`src/rtl/papiq_pkg.sv`:
```
package papiq_pkg;

  // Parameter defaults.
  localparam int STAGE_DELAY_DEF = 16;
  localparam int DATA_WIDTH_DEF  = 16;
  localparam int CORDIC_ITER_DEF = 16;

  // Fixed field widths.
  localparam int SAMPLE_W   = 16;
  localparam int MAG_W      = 15;
  localparam int CFG_IDX_W  = 2;
  localparam int CFG_DATA_W = 15;

  // Configuration register indexes.
  localparam logic [CFG_IDX_W-1:0] REG_ENABLE    = 2'd0;
  localparam logic [CFG_IDX_W-1:0] REG_MAGNITUDE = 2'd1;

  // CORDIC number formats: 32-bit binary angle, vectors with 16 fraction bits.
  localparam int ANG_W        = 32;
  localparam int VEC_W        = 34;
  localparam int ATAN_ENTRIES = 24;
  localparam logic [31:0] KINV = 32'd2608131496;

  // Queue between the front end and the CORDIC engine.
  localparam int QUEUE_DEPTH = 2;

  // One queued request: a phase to rotate, or a bypassed increment.
  typedef struct packed {
    logic                bypass;
    logic [SAMPLE_W-1:0] value;
  } job_t;

  // Arctangent of 2^-idx as a fraction of a full turn, scaled by 2^32.
  function automatic logic [31:0] atan_entry(input logic [4:0] idx);
    logic [31:0] r;
    unique case (idx)
      5'd0:    r = 32'h20000000;
      5'd1:    r = 32'h12E4051E;
      5'd2:    r = 32'h09FB385B;
      5'd3:    r = 32'h051111D4;
      5'd4:    r = 32'h028B0D43;
      5'd5:    r = 32'h0145D7E1;
      5'd6:    r = 32'h00A2F61E;
      5'd7:    r = 32'h00517C55;
      5'd8:    r = 32'h0028BE53;
      5'd9:    r = 32'h00145F2F;
      5'd10:   r = 32'h000A2F98;
      5'd11:   r = 32'h000517CC;
      5'd12:   r = 32'h00028BE6;
      5'd13:   r = 32'h000145F3;
      5'd14:   r = 32'h0000A2F9;
      5'd15:   r = 32'h0000517D;
      5'd16:   r = 32'h000028BE;
      5'd17:   r = 32'h0000145F;
      5'd18:   r = 32'h00000A30;
      5'd19:   r = 32'h00000518;
      5'd20:   r = 32'h0000028C;
      5'd21:   r = 32'h00000146;
      5'd22:   r = 32'h000000A3;
      5'd23:   r = 32'h00000051;
      default: r = 32'h0;
    endcase
    return r;
  endfunction

  // Drop 16 fraction bits rounding toward zero, then saturate to 16 bits.
  function automatic logic [SAMPLE_W-1:0] to_sample(input logic signed [VEC_W-1:0] v);
    logic signed [VEC_W-1:0] bias;
    logic signed [VEC_W-1:0] sum;
    logic signed [VEC_W-1:0] r;
    logic [SAMPLE_W-1:0]     q;
    bias = v[VEC_W-1] ? VEC_W'(65535) : '0;
    sum  = v + bias;
    r    = sum >>> 16;
    if (r > 32767) begin
      q = 16'h7FFF;
    end else if (r < -32768) begin
      q = 16'h8000;
    end else begin
      q = r[SAMPLE_W-1:0];
    end
    return q;
  endfunction

endpackage

```
`src/rtl/papiq_queue.sv`:
```
module papiq_queue (
  input  logic               clk,
  input  logic               rst_n,
  input  logic               push,
  input  papiq_pkg::job_t    push_job,
  output logic               full,
  input  logic               pop,
  output papiq_pkg::job_t    head_job,
  output logic               not_empty
);

  localparam int PTR_W = $clog2(papiq_pkg::QUEUE_DEPTH);
  localparam int CNT_W = $clog2(papiq_pkg::QUEUE_DEPTH + 1);

  papiq_pkg::job_t   slot_r [papiq_pkg::QUEUE_DEPTH];
  logic [PTR_W-1:0]  wr_ptr_r, wr_ptr_nxt;
  logic [PTR_W-1:0]  rd_ptr_r, rd_ptr_nxt;
  logic [CNT_W-1:0]  count_r, count_nxt;

  assign full      = (count_r == CNT_W'(papiq_pkg::QUEUE_DEPTH));
  assign not_empty = (count_r != '0);
  assign head_job  = slot_r[rd_ptr_r];

  // Pointer and occupancy bookkeeping.
  always_comb begin
    wr_ptr_nxt = wr_ptr_r;
    rd_ptr_nxt = rd_ptr_r;
    count_nxt  = count_r;
    if (push) begin
      wr_ptr_nxt = (wr_ptr_r == PTR_W'(papiq_pkg::QUEUE_DEPTH - 1)) ? '0 : wr_ptr_r + 1'b1;
    end
    if (pop) begin
      rd_ptr_nxt = (rd_ptr_r == PTR_W'(papiq_pkg::QUEUE_DEPTH - 1)) ? '0 : rd_ptr_r + 1'b1;
    end
    if (push && !pop) begin
      count_nxt = count_r + 1'b1;
    end else if (pop && !push) begin
      count_nxt = count_r - 1'b1;
    end
  end

  always_ff @(posedge clk) begin
    if (!rst_n) begin
      wr_ptr_r <= '0;
      rd_ptr_r <= '0;
      count_r  <= '0;
    end else begin
      wr_ptr_r <= wr_ptr_nxt;
      rd_ptr_r <= rd_ptr_nxt;
      count_r  <= count_nxt;
    end
  end

  // Payload storage needs no reset.
  always_ff @(posedge clk) begin
    if (push) begin
      slot_r[wr_ptr_r] <= push_job;
    end
  end

endmodule

```
`src/rtl/papiq_front.sv`:
```
module papiq_front #(
  parameter int STAGE_DELAY = papiq_pkg::STAGE_DELAY_DEF,
  parameter int DATA_WIDTH  = papiq_pkg::DATA_WIDTH_DEF
) (
  input  logic                          clk,
  input  logic                          rst_n,
  input  logic                          in_valid,
  input  logic [papiq_pkg::SAMPLE_W-1:0] in_data,
  output logic                          in_ready,
  input  logic                          enable,
  output logic                          push,
  output papiq_pkg::job_t               push_job,
  input  logic                          q_full
);

  logic                           accept;
  logic                           take_old;
  logic                           pend_r, pend_nxt;
  logic [papiq_pkg::SAMPLE_W-1:0] old_r;
  logic [DATA_WIDTH-1:0]          phase_r, phase_nxt;
  logic [DATA_WIDTH-1:0]          phase_sum;

  // The holding stage drains into the queue whenever the queue has room.
  assign in_ready = !pend_r || !q_full;
  assign accept   = in_valid && in_ready;
  assign push     = pend_r && !q_full;

  // Delay line: the increment that entered STAGE_DELAY requests ago.
  if (STAGE_DELAY == 0) begin : g_no_delay
    assign take_old = accept;

    always_ff @(posedge clk) begin
      if (accept) begin
        old_r <= in_data;
      end
    end
  end else begin : g_delay
    localparam int PTR_W  = (STAGE_DELAY > 1) ? $clog2(STAGE_DELAY) : 1;
    localparam int FILL_W = $clog2(STAGE_DELAY + 1);

    logic [papiq_pkg::SAMPLE_W-1:0] line_mem [STAGE_DELAY];
    logic [PTR_W-1:0]               wr_ptr_r, wr_ptr_nxt;
    logic [FILL_W-1:0]              fill_r, fill_nxt;
    logic                           line_full;

    assign line_full = (fill_r == FILL_W'(STAGE_DELAY));
    assign take_old  = accept && line_full;

    always_comb begin
      wr_ptr_nxt = wr_ptr_r;
      fill_nxt   = fill_r;
      if (accept) begin
        wr_ptr_nxt = (wr_ptr_r == PTR_W'(STAGE_DELAY - 1)) ? '0 : wr_ptr_r + 1'b1;
        if (!line_full) begin
          fill_nxt = fill_r + 1'b1;
        end
      end
    end

    always_ff @(posedge clk) begin
      if (!rst_n) begin
        wr_ptr_r <= '0;
        fill_r   <= '0;
      end else begin
        wr_ptr_r <= wr_ptr_nxt;
        fill_r   <= fill_nxt;
      end
    end

    // Read-before-write at the same address gives the oldest entry.
    always_ff @(posedge clk) begin
      if (accept) begin
        line_mem[wr_ptr_r] <= in_data;
      end
      if (take_old) begin
        old_r <= line_mem[wr_ptr_r];
      end
    end
  end

  // Holding stage occupancy.
  always_comb begin
    priority if (take_old) begin
      pend_nxt = 1'b1;
    end else if (push) begin
      pend_nxt = 1'b0;
    end else begin
      pend_nxt = pend_r;
    end
  end

  // Phase accumulator wraps at a full turn; it holds in bypass.
  assign phase_sum = phase_r + old_r[DATA_WIDTH-1:0];
  assign phase_nxt = (push && enable) ? phase_sum : phase_r;

  always_ff @(posedge clk) begin
    if (!rst_n) begin
      pend_r  <= 1'b0;
      phase_r <= '0;
    end else begin
      pend_r  <= pend_nxt;
      phase_r <= phase_nxt;
    end
  end

  assign push_job.bypass = !enable;
  assign push_job.value  = enable ? papiq_pkg::SAMPLE_W'(phase_sum) : old_r;

endmodule

```
`src/rtl/papiq_cordic.sv`:
```
module papiq_cordic #(
  parameter int DATA_WIDTH        = papiq_pkg::DATA_WIDTH_DEF,
  parameter int CORDIC_ITERATIONS = papiq_pkg::CORDIC_ITER_DEF
) (
  input  logic                            clk,
  input  logic                            rst_n,
  input  logic                            job_valid,
  input  papiq_pkg::job_t                 job,
  output logic                            pop,
  input  logic [papiq_pkg::MAG_W-1:0]     magnitude,
  output logic                            out_valid,
  input  logic                            out_ready,
  output logic [2*papiq_pkg::SAMPLE_W-1:0] out_data
);

  localparam int N_ITER = (CORDIC_ITERATIONS > papiq_pkg::ATAN_ENTRIES) ?
                          papiq_pkg::ATAN_ENTRIES : CORDIC_ITERATIONS;
  localparam int CNT_W  = (N_ITER > 1) ? $clog2(N_ITER) : 1;
  localparam int VW     = papiq_pkg::VEC_W;
  localparam int SW     = papiq_pkg::SAMPLE_W;

  localparam logic [1:0] ST_IDLE = 2'd0;
  localparam logic [1:0] ST_ITER = 2'd1;
  localparam logic [1:0] ST_DONE = 2'd2;

  logic [1:0]                    state_r, state_nxt;
  logic [CNT_W-1:0]              cnt_r, cnt_nxt;
  logic signed [VW-1:0]          x_r, x_nxt;
  logic signed [VW-1:0]          y_r, y_nxt;
  logic signed [31:0]            z_r, z_nxt;
  logic [1:0]                    quad_r, quad_nxt;
  logic                          out_valid_r, out_valid_nxt;
  logic [2*SW-1:0]               out_data_r, out_data_nxt;
  logic                          out_free;
  logic [papiq_pkg::ANG_W-1:0]   angle;
  logic [papiq_pkg::MAG_W+31:0]  prod;
  logic signed [VW-1:0]          dx, dy;
  logic signed [31:0]            atan_s;
  logic signed [VW-1:0]          cos_v, sin_v;

  assign out_free  = !out_valid_r || out_ready;
  assign out_valid = out_valid_r;
  assign out_data  = out_data_r;

  // Binary angle; the top two bits pick the quadrant.
  assign angle = papiq_pkg::ANG_W'(job.value[DATA_WIDTH-1:0])
                 << (papiq_pkg::ANG_W - DATA_WIDTH);

  // Start vector carries the inverse CORDIC gain.
  assign prod = magnitude * papiq_pkg::KINV;

  // One rotation step per cycle through a shared shifter.
  assign dx     = y_r >>> cnt_r;
  assign dy     = x_r >>> cnt_r;
  assign atan_s = $signed(papiq_pkg::atan_entry(5'(cnt_r)));

  // Undo the quadrant folding.
  always_comb begin
    unique case (quad_r)
      2'd0: begin cos_v = x_r;  sin_v = y_r;  end
      2'd1: begin cos_v = -y_r; sin_v = x_r;  end
      2'd2: begin cos_v = -x_r; sin_v = -y_r; end
      2'd3: begin cos_v = y_r;  sin_v = -x_r; end
    endcase
  end

  // Sequencer: load, iterate, finish into the output register; bypass jobs go straight there.
  always_comb begin
    state_nxt     = state_r;
    cnt_nxt       = cnt_r;
    x_nxt         = x_r;
    y_nxt         = y_r;
    z_nxt         = z_r;
    quad_nxt      = quad_r;
    out_valid_nxt = out_valid_r && !out_ready;
    out_data_nxt  = out_data_r;
    pop           = 1'b0;
    unique case (state_r)
      ST_IDLE: begin
        if (job_valid) begin
          if (job.bypass) begin
            if (out_free) begin
              pop           = 1'b1;
              out_valid_nxt = 1'b1;
              out_data_nxt  = {SW'({1'b0, magnitude}), job.value};
            end
          end else begin
            pop       = 1'b1;
            x_nxt     = VW'(prod[papiq_pkg::MAG_W+31:16]);
            y_nxt     = '0;
            z_nxt     = $signed({2'b00, angle[29:0]});
            quad_nxt  = angle[31:30];
            cnt_nxt   = '0;
            state_nxt = ST_ITER;
          end
        end
      end
      ST_ITER: begin
        if (!z_r[31]) begin
          x_nxt = x_r - dx;
          y_nxt = y_r + dy;
          z_nxt = z_r - atan_s;
        end else begin
          x_nxt = x_r + dx;
          y_nxt = y_r - dy;
          z_nxt = z_r + atan_s;
        end
        if (cnt_r == CNT_W'(N_ITER - 1)) begin
          state_nxt = ST_DONE;
        end else begin
          cnt_nxt = cnt_r + 1'b1;
        end
      end
      ST_DONE: begin
        if (out_free) begin
          out_valid_nxt = 1'b1;
          out_data_nxt  = {papiq_pkg::to_sample(sin_v), papiq_pkg::to_sample(cos_v)};
          state_nxt     = ST_IDLE;
        end
      end
      default: begin
        state_nxt = ST_IDLE;
      end
    endcase
  end

  always_ff @(posedge clk) begin
    if (!rst_n) begin
      state_r     <= ST_IDLE;
      out_valid_r <= 1'b0;
    end else begin
      state_r     <= state_nxt;
      out_valid_r <= out_valid_nxt;
    end
  end

  always_ff @(posedge clk) begin
    cnt_r      <= cnt_nxt;
    x_r        <= x_nxt;
    y_r        <= y_nxt;
    z_r        <= z_nxt;
    quad_r     <= quad_nxt;
    out_data_r <= out_data_nxt;
  end

endmodule

```
`src/rtl/phase_accumulate_polar_to_iq.sv`:
```
// Channel   Direction  tdata fields (lowest bit first)      Notes
// in_       slave      phase_step[15:0]                     signed phase increment
// out_      master     i_out[15:0], q_out[31:16]            signed I/Q samples
// cfg_      write      index 0 enable, index 1 magnitude    no read-back
//
// Throughput: the front end takes one request per clock while its holding stage
// is empty or the queue has room. A rotated sample passes through the shared
// CORDIC engine (a load step with the gain multiply, one step per iteration, a
// finish step), and the engine takes no new request until it has finished; a
// bypass request goes from idle straight into the output register.
// Reset: synchronous, active low; clears the accumulator, fill count and queue.
// Stalls: a two-entry queue and the output register let either side stall alone.
module phase_accumulate_polar_to_iq #(
  parameter int STAGE_DELAY       = papiq_pkg::STAGE_DELAY_DEF,
  parameter int DATA_WIDTH        = papiq_pkg::DATA_WIDTH_DEF,
  parameter int CORDIC_ITERATIONS = papiq_pkg::CORDIC_ITER_DEF
) (
  input  logic                              clk,
  input  logic                              rst_n,
  input  logic                              in_tvalid,
  output logic                              in_tready,
  input  logic [15:0]                       in_tdata,   // phase_step[15:0]
  output logic                              out_tvalid,
  input  logic                              out_tready,
  output logic [31:0]                       out_tdata,  // i_out[15:0], q_out[31:16]
  input  logic                              cfg_wr_en,
  input  logic [papiq_pkg::CFG_IDX_W-1:0]   cfg_index,
  input  logic [papiq_pkg::CFG_DATA_W-1:0]  cfg_wdata
);

  logic                        enable_r, enable_nxt;
  logic [papiq_pkg::MAG_W-1:0] mag_r, mag_nxt;
  logic                        push;
  papiq_pkg::job_t             push_job;
  logic                        q_full;
  logic                        pop;
  papiq_pkg::job_t             head_job;
  logic                        q_not_empty;

  // Configuration registers.
  always_comb begin
    enable_nxt = enable_r;
    mag_nxt    = mag_r;
    if (cfg_wr_en && cfg_index == papiq_pkg::REG_ENABLE) begin
      enable_nxt = cfg_wdata[0];
    end
    if (cfg_wr_en && cfg_index == papiq_pkg::REG_MAGNITUDE) begin
      mag_nxt = cfg_wdata[papiq_pkg::MAG_W-1:0];
    end
  end

  always_ff @(posedge clk) begin
    if (!rst_n) begin
      enable_r <= 1'b1;
      mag_r    <= '0;
    end else begin
      enable_r <= enable_nxt;
      mag_r    <= mag_nxt;
    end
  end

  papiq_front #(
    .STAGE_DELAY (STAGE_DELAY),
    .DATA_WIDTH  (DATA_WIDTH)
  ) u_front (
    .clk      (clk),
    .rst_n    (rst_n),
    .in_valid (in_tvalid),
    .in_data  (in_tdata),
    .in_ready (in_tready),
    .enable   (enable_r),
    .push     (push),
    .push_job (push_job),
    .q_full   (q_full)
  );

  papiq_queue u_queue (
    .clk       (clk),
    .rst_n     (rst_n),
    .push      (push),
    .push_job  (push_job),
    .full      (q_full),
    .pop       (pop),
    .head_job  (head_job),
    .not_empty (q_not_empty)
  );

  papiq_cordic #(
    .DATA_WIDTH        (DATA_WIDTH),
    .CORDIC_ITERATIONS (CORDIC_ITERATIONS)
  ) u_cordic (
    .clk       (clk),
    .rst_n     (rst_n),
    .job_valid (q_not_empty),
    .job       (head_job),
    .pop       (pop),
    .magnitude (mag_r),
    .out_valid (out_tvalid),
    .out_ready (out_tready),
    .out_data  (out_tdata)
  );

endmodule

```
`config.mk`:
```
export PLATFORM = sky130hd
export DESIGN_NAME = phase_accumulate_polar_to_iq
export DESIGN_NICKNAME = d
export VERILOG_FILES = /design/src/rtl/papiq_pkg.sv /design/src/rtl/papiq_queue.sv /design/src/rtl/papiq_front.sv /design/src/rtl/papiq_cordic.sv /design/src/rtl/phase_accumulate_polar_to_iq.sv
export SDC_FILE = /design/constraint.sdc
export NUM_CORES = 2
export LEC_CHECK = 0
export ABC_AREA = 0
export BUFFER_PORTS_ARGS = -buffer_cell sky130_fd_sc_hd__buf_4
export CAP_MARGIN = 20
export CORE_MARGIN = 4
export CORE_UTILIZATION = 60
export CTS_BUF_LIST = sky130_fd_sc_hd__clkbuf_8
export CTS_CLUSTER_SIZE = 30
export DETAILED_ROUTE_END_ITERATION = 10
export PLACE_DENSITY_LB_ADDON = 0.3
export SYNTH_ARGS = -nofsm -noshare
export SYNTH_HDL_FRONTEND = slang
export SYNTH_SLANG_ARGS = --single-unit
```
`constraint.sdc`:
```
create_clock -name clk -period 7.8 [get_ports clk]
set_clock_uncertainty 0.1 [all_clocks]
set_input_delay 0.78 -clock clk [delete_from_list [all_inputs] [get_ports clk]]
set_output_delay 0.78 -clock clk [all_outputs]
set_load 0.01 [all_outputs]
```
# After elaboration in Yosys (flattened, before gate mapping)
# Memories as Yosys holds them, arrays and structs flattened. A register that Yosys moved wholly into a read port is not among the register bits.
# Index checks and enable logic that the tools add are counted.
# Widths: inputs -> output; s select.
[classes]
addsub = 18
mul = 1
order_cmp = 4
n_eq_ne = 17
n_shift = 2
muxes = 57
bitwise_logic = 2
n_reduce_logical = 32
[ops]
columns = ["operator", "n"]
rows = [
  ["$pmux 34 s4", 2],
  ["$mux 32", 7],
  ["$mux 34", 6],
  ["$pmux 34 s2", 2],
  ["$pmux 32 s2", 2],
  ["$mux 16", 7],
  ["$add 34x17->34", 2],
  ["$add 34x34->34", 2],
  ["$neg 34->34", 2],
  ["$sshr 34x4->34", 2],
  ["$sub 34x34->34", 2],
  ["$mul 15x29->44 const B", 1],
  ["$gt 18x16->1 const B", 2],
  ["$lt 18x16->1 const B", 2],
  ["$add 32x32->32", 1],
  ["$sub 32x32->32", 1],
  ["$mux 4", 5],
  ["$mux 1", 17],
  ["$add 16x16->16", 1],
  ["$mux 2", 6],
  ["$reduce_bool 2->1", 5],
  ["$logic_and 1x1->1", 9],
  ["$add 4x1->4 const B", 2],
  ["$eq 2x2->1 const B", 4],
  ["20 further kinds", 41],
]
[word_totals]
ff_bits = 187
ram_bits = 290
rom_bits = 480
output_inout_bits = 34
elab_cells = 153
n_memories = 3
[mem_list]
columns = ["name", "depth", "width", "read_ports", "rd_ports_with_merged_regs", "wr", "line_no", "source"]
rows = [
  ["(name not given)", 16, 30, 1, 1, 0, "papiq_pkg.sv:36", "unique case (idx)"],
  ["u_front.g_delay.line_mem", 16, 16, 1, 1, 1, "papiq_front.sv:41", "logic [papiq_pkg::SAMPLE_W-1:0] line_mem [STAGE_DELAY];"],
  ["u_queue.slot_r", 2, 17, 1, 1, 1, "papiq_queue.sv:15", "papiq_pkg::job_t slot_r [papiq_pkg::QUEUE_DEPTH];"],
]

# Depth between registers and ports, before layout
[depth]
depth_word = 9
depth_mapped = 27
mapped_depth_nobuf = 23

# Modules after synthesis
# A second synthesis with hierarchy kept.
[hier_totals]
cells_unflattened = 3944
hier_area_um2 = 42236.8
[modules_own_cells]
columns = ["module", "instances", "cells_per_inst", "area_each_um2"]
rows = [
  ["papiq_cordic", 1, 3152, 27939.3],
  ["papiq_front", 1, 646, 12186.7],
  ["papiq_queue", 1, 75, 1446.4],
  ["phase_accumulate_polar_to_iq", 1, 71, 664.4],
]

# Worst setup path after synthesis
# No wires, ideal clock.
[synth_path]
path_type = "flip-flop to flip-flop"
from = "register with a tool-made name"
to = "register u_cordic.atan_s[14] (netlist name)"
arrival_ns = 6.987
setup_slack_ns = 0.596
path_stages_with_launch = 9
n_path_buf = 1
synth_period_minus_slack_ns = 7.204
path_cell_list = "dfxtp_1 -> clkbuf_1 -> mux2i_1 -> a21oi_1 -> nor2_1 -> o22ai_1 -> nor2_1 -> a21oi_1 -> a22o_1"

# Final worst setup path
[layout_path]
from = "register mag_r[5] (netlist bit)"
to = "register u_cordic.x_r[28] (data pin)"
[layout_between]
elab_chain_len = 4
[layout_lines]
columns = ["item", "line_no", "source"]
rows = [
  ["from (decl)", "phase_accumulate_polar_to_iq.sv:32", "logic [papiq_pkg::MAG_W-1:0] mag_r, mag_nxt;"],
  ["from (signal assigned)", "phase_accumulate_polar_to_iq.sv:58", "mag_r <= mag_nxt;"],
  ["$mul 15x29->44", "papiq_cordic.sv:50", "assign prod = magnitude * papiq_pkg::KINV;"],
  ["$mux 34", "papiq_cordic.sv:81", "if (job.bypass) begin"],
  ["$mux 34", "papiq_cordic.sv:80", "if (job_valid) begin"],
  ["$pmux 34 s2", "papiq_cordic.sv:78", "unique case (state_r)"],
  ["via u_cordic.x_nxt[28]", "papiq_cordic.sv:28", "logic signed [VW-1:0] x_r, x_nxt;"],
  ["to (signal assigned)", "papiq_cordic.sv:139", "x_r <= x_nxt;"],
  ["to (decl)", "papiq_cordic.sv:28", ""],
]
# The timed path passes the listed nets, and every way through them passes these cells. The select of a mux whose other input is x is not followed.
# A chain may end at the register's enable or synchronous reset.

==> metrics.log <==
[metrics] length of the first detailed-routing pass in iterations: 6
[metrics] routed vias: roughly 32000
[metrics] post-synth top area cell: edfxtp_1
[metrics] unique cell type count in the Yosys netlist: 91
[metrics] detailed router's first-iteration violation count: 3678
[metrics] die boundary height: around 270 um
[metrics] r2r worst-path depth: 20
[metrics] number of antenna violations at the first check in global routing: 2
[metrics] count of fill cells added during filler insertion: approximately 5400
[metrics] count of hold buffers inserted by post-cts repair: 0
[metrics] fraction of synthesized cell area taken by the top area cell type: a little under a third
[metrics] TritonCTS clock tree: done
[metrics] reported max-cap violation count: 0
[metrics] Seq. cell area: around 0.015 mm^2
[metrics] clock root buffer: clkbuf_8
[metrics] critical path endpoint category: flop
[metrics] synthesized netlist cell count: 3964
[metrics] number of nets in the finished design: 4496
[metrics] power density of the placed cells: 459 mW/mm^2
[metrics] Worst Hold Slack: between 150 and 200 ps
[metrics] top post-synthesis cells by area: edfxtp_1, ha_1, mux4_2, fa_1, dfxtp_1
[metrics] number of placement rows: 97
[metrics] htree depth: 3
[metrics] initial core utilization: 60.5%
[metrics] Worst-Skew Late Latency: 750 ps
[metrics] Hold Path Cell Cnt: 3
[metrics] die extent in x: 274 um
[metrics] Worst slew margin: 26.2%
[metrics] number of buffers added by the clock tree synthesis step: 91
[metrics] unrepaired setup endpoints after global routing: no
[metrics] worst min-delay path category: in -> reg
[metrics] Synth Area per Inst: between 10 and 15 um^2
[metrics] Synth-to-Final Area Change: 8.43%
[metrics] Final min period: approximately 7100 ps
[metrics] Routed WL: between 100000 and 150000 um
[metrics] global-route wire length before repair: around 180000 um
[metrics] Final Setup Violations: 0
[metrics] slew at the pin with the worst max-slew slack: ~1100 ps
[metrics] required time worst endpoint: approximately 8000 ps
[metrics] final-layout setup total negative slack: 0 ps
[metrics] IR Drop Worst-Case VDD: ~0.00024 V
[metrics] worst setup path category: reg -> reg
[metrics] total design power: approximately 21 mW
[metrics] reg2reg start: mag_r[5]$_SDFFE_PN0P_
[metrics] estimated wirelength of the detail-placed design: between 80000 and 90000 um
[metrics] warning count from the yosys run: 0
[metrics] Die Outline Area: roughly 0.075 mm^2
[metrics] Post-Syn Area: roughly 0.042 mm^2
[metrics] Max Clock Freq: 141 MHz
[metrics] worst setup path startpoint: mag_r[5]$_SDFFE_PN0P_
[metrics] highest cell delay on the worst timing path: a little under 900 ps
[metrics] post-synthesis net count: ~4500
[metrics] critical register-to-register path endpoint: u_cordic.x_r[28]$_DFFE_PP_
[metrics] flops & latches, synth: roughly 520
[metrics] share of the core filled with cells: 65.6%
[metrics] Gates resized, CTS repair: 0
[metrics] arrival time of the worst setup path: about 7500 ps
[metrics] Slew Viols, Final: 0
[metrics] part of the cycle the worst path needs: 91.0%
[metrics] CTS Buffer Depth: 3
[metrics] Register-to-Register Setup Slack: approximately 700 ps
[metrics] number of sinks driven by the clock tree: approximately 520
[metrics] number of top-level pins: 72
[metrics] routability cong.: 1.00
[metrics] slowest CP cell: a2111oi_0
[metrics] clk slew on worst S/H paths: 70 ps
[metrics] Primary FF master, synth: edfxtp_1
[metrics] Critical Path Most Common Cell: fa_1
[metrics] Routed WL per cell: about 23 um
[metrics] area occupied by multi-input gates: roughly 0.026 mm^2
[metrics] largest net degree at the start of global routing: 73
[metrics] GR Overflow Total: 0
[metrics] remaining antenna violation count after routing: 0
[metrics] Core Footprint: about 0.07 mm^2
[metrics] total global routing track utilization: a little under a third
[metrics] number of buffers added for setup after CTS: 0
[metrics] number of hold violations in the final report: 0
[metrics] critical path startpoint category: flop
[metrics] number of global-route vias before repair: 31000
[metrics] leak pwr: 18.5 nW
[metrics] count of buffers inserted at the top-level ports: 71
[metrics] most repeated cell in the gate-level netlist after synthesis: edfxtp_1
[metrics] cell-by-cell trace of the critical path: ha_1, inv_1, fa_1, fa_1, inv_1, fa_1, fa_1, inv_1, fa_1, ha_1, o21ai_0, nor2_1, a2111oi_0, nor4b_1, o21a_1, a211o_1, a41o_1, or2_2, a21oi_1, a21oi_1
[metrics] number of remaining DRC errors: 0
[metrics] status: finished clean
[metrics] HP Start: cfg_wdata[12]
[metrics] Endpoint, Worst Hold: mag_r[12]$_SDFFE_PN0P_
[metrics] vias per std cell: approximately 6.4
[metrics] top post-synthesis cells by count: edfxtp_1, nor2_1, ha_1
[metrics] fraction of layout cells with a size suffix above 1: between 10% and 20%
[metrics] async set or reset register ratio after synthesis: 0%
[metrics] sequential-to-total area share from yosys stat: about a third
[metrics] Post-synth EDFFs: about 440
[metrics] maximum fanout along the worst path: 8
## worst max-delay path, delay by kind of cell, from the launching register on
kind | cells | cell delay [ps]
and+or+nand+nor | 3 | 590
buffers and inverters | 3 | 260
adders and majority gates | 7 | 3220
DFF | 1 | 430
AOI/OAI and AO/OA | 7 | 2210
## how the worst max path moves through the flow
stage,cells past startpoint,end,slack [ps]
final,20,u_cordic.x_r[28]$_DFFE_PP_,700
after floorplan,8,u_cordic.atan_s[14]$_DFF_P_,600
after global routing,19,u_cordic.x_r[25]$_DFFE_PP_,180
after global placement,20,u_cordic.x_r[28]$_DFFE_PP_,1010
after detailed placement,19,u_cordic.x_r[25]$_DFFE_PP_,810
after CTS,20,u_cordic.x_r[25]$_DFFE_PP_,710
## cell usage in the layout, fill, tap and decap left out, types with 29 or more instances in the layout
cell / count
clkbuf_8: 98
a31oi_1: 36
mux2i_1: 91
o21ai_0: 141
and3_1: 29
dfxtp_1: 78
xor2_1: 140
xnor2_1: 179
mux4_2: 154
mux2_2: 52
a21o_1: 71
a21oi_1: 231
inv_1: 285
a21boi_0: 31
nor2_1: 292
or3_1: 33
nand2_1: 280
buf_4: 142
ha_1: 298
o31ai_1: 47
nor3_1: 76
nand4_1: 40
and2_1: 38
fa_1: 172
o21a_1: 34
edfxtp_1: 444
nand2b_1: 39
nand3_1: 76
## state kept, by name, indices dropped and copies added (netlist names), named ones only
signal                    cells
u_front.g_delay.line_mem    256
u_cordic.x_r                 34
u_cordic.y_r                 34
u_queue.slot_r               34
u_cordic.out_data            32
u_cordic.z_r                 32
u_cordic.atan_s              30
u_front.old_r                16
u_front.phase_r              16
mag_r                        15
u_front.g_delay.fill_r        5
u_cordic.cnt_r                4
u_front.g_delay.wr_ptr_r      4
u_cordic.quad_r               2
u_cordic.state_r              2
u_queue.count_r               2
enable_r                      1
u_cordic.out_valid            1
u_front.pend_r                1
u_queue.rd_ptr_r              1
u_queue.wr_ptr_r              1
## power breakdown
group | switching (mW) | internal, mW
Combinational | 8.09 | 5.74
Clock | 1.29 | 1.51
Sequential | 0.745 | 3.68
Total | 10.1 | 10.9
## layer usage
layer | global-route usage, % | share of wire, % | vias to the layer above
met1 | 44.5 | 42 | 15400
met5 | 0 | 0 | -
li1 | - | - | 14700
met3 | 6.99 | 11 | 229
met2 | 46.3 | 44 | 1676
met4 | 9.01 | 3.1 | 0
## cell families (layout without fill, tap and decap cells)
family                     after synthesis  count (layout)  share of synthesized area, %
other                                    0               2                             0
muxes                                  301             301                          12.0
DFF                                    524             524                          35.3
and+or+nand+nor                       1065            1065                          12.2
adders and majority gates              470             470                          17.0
xor gates and xnor gates               319             319                          6.61
buffers and inverters                  485             587                          4.43
AOI/OAI and AO/OA                      800             800                          12.5
## per-stage QoR
step | area [um^2] | setup slack, ps | instances
2_1_floorplan | 42300 | 596 | 3964
3_3_place_gp | 43800 | 1010 | 4834
3_5_place_dp | 43800 | 808 | 4834
4_1_cts | 45800 | 706 | 5005
5_1_grt | 45900 | 181 | 5008
6_report | 45900 | 699 | 5008
## area by class of cell
cell class                 count  share of cell area (%)
tap                          940                    2.56
timing repair buffer         145                    2.44
multi-input combinational   2955                    55.7
inverter                     271                    2.22
clock buffer                  98                    2.94
antenna                        2                  0.0109
clock inverter                73                    1.51
sequential                   524                    32.6
Power figures use the tool's default switching activity.
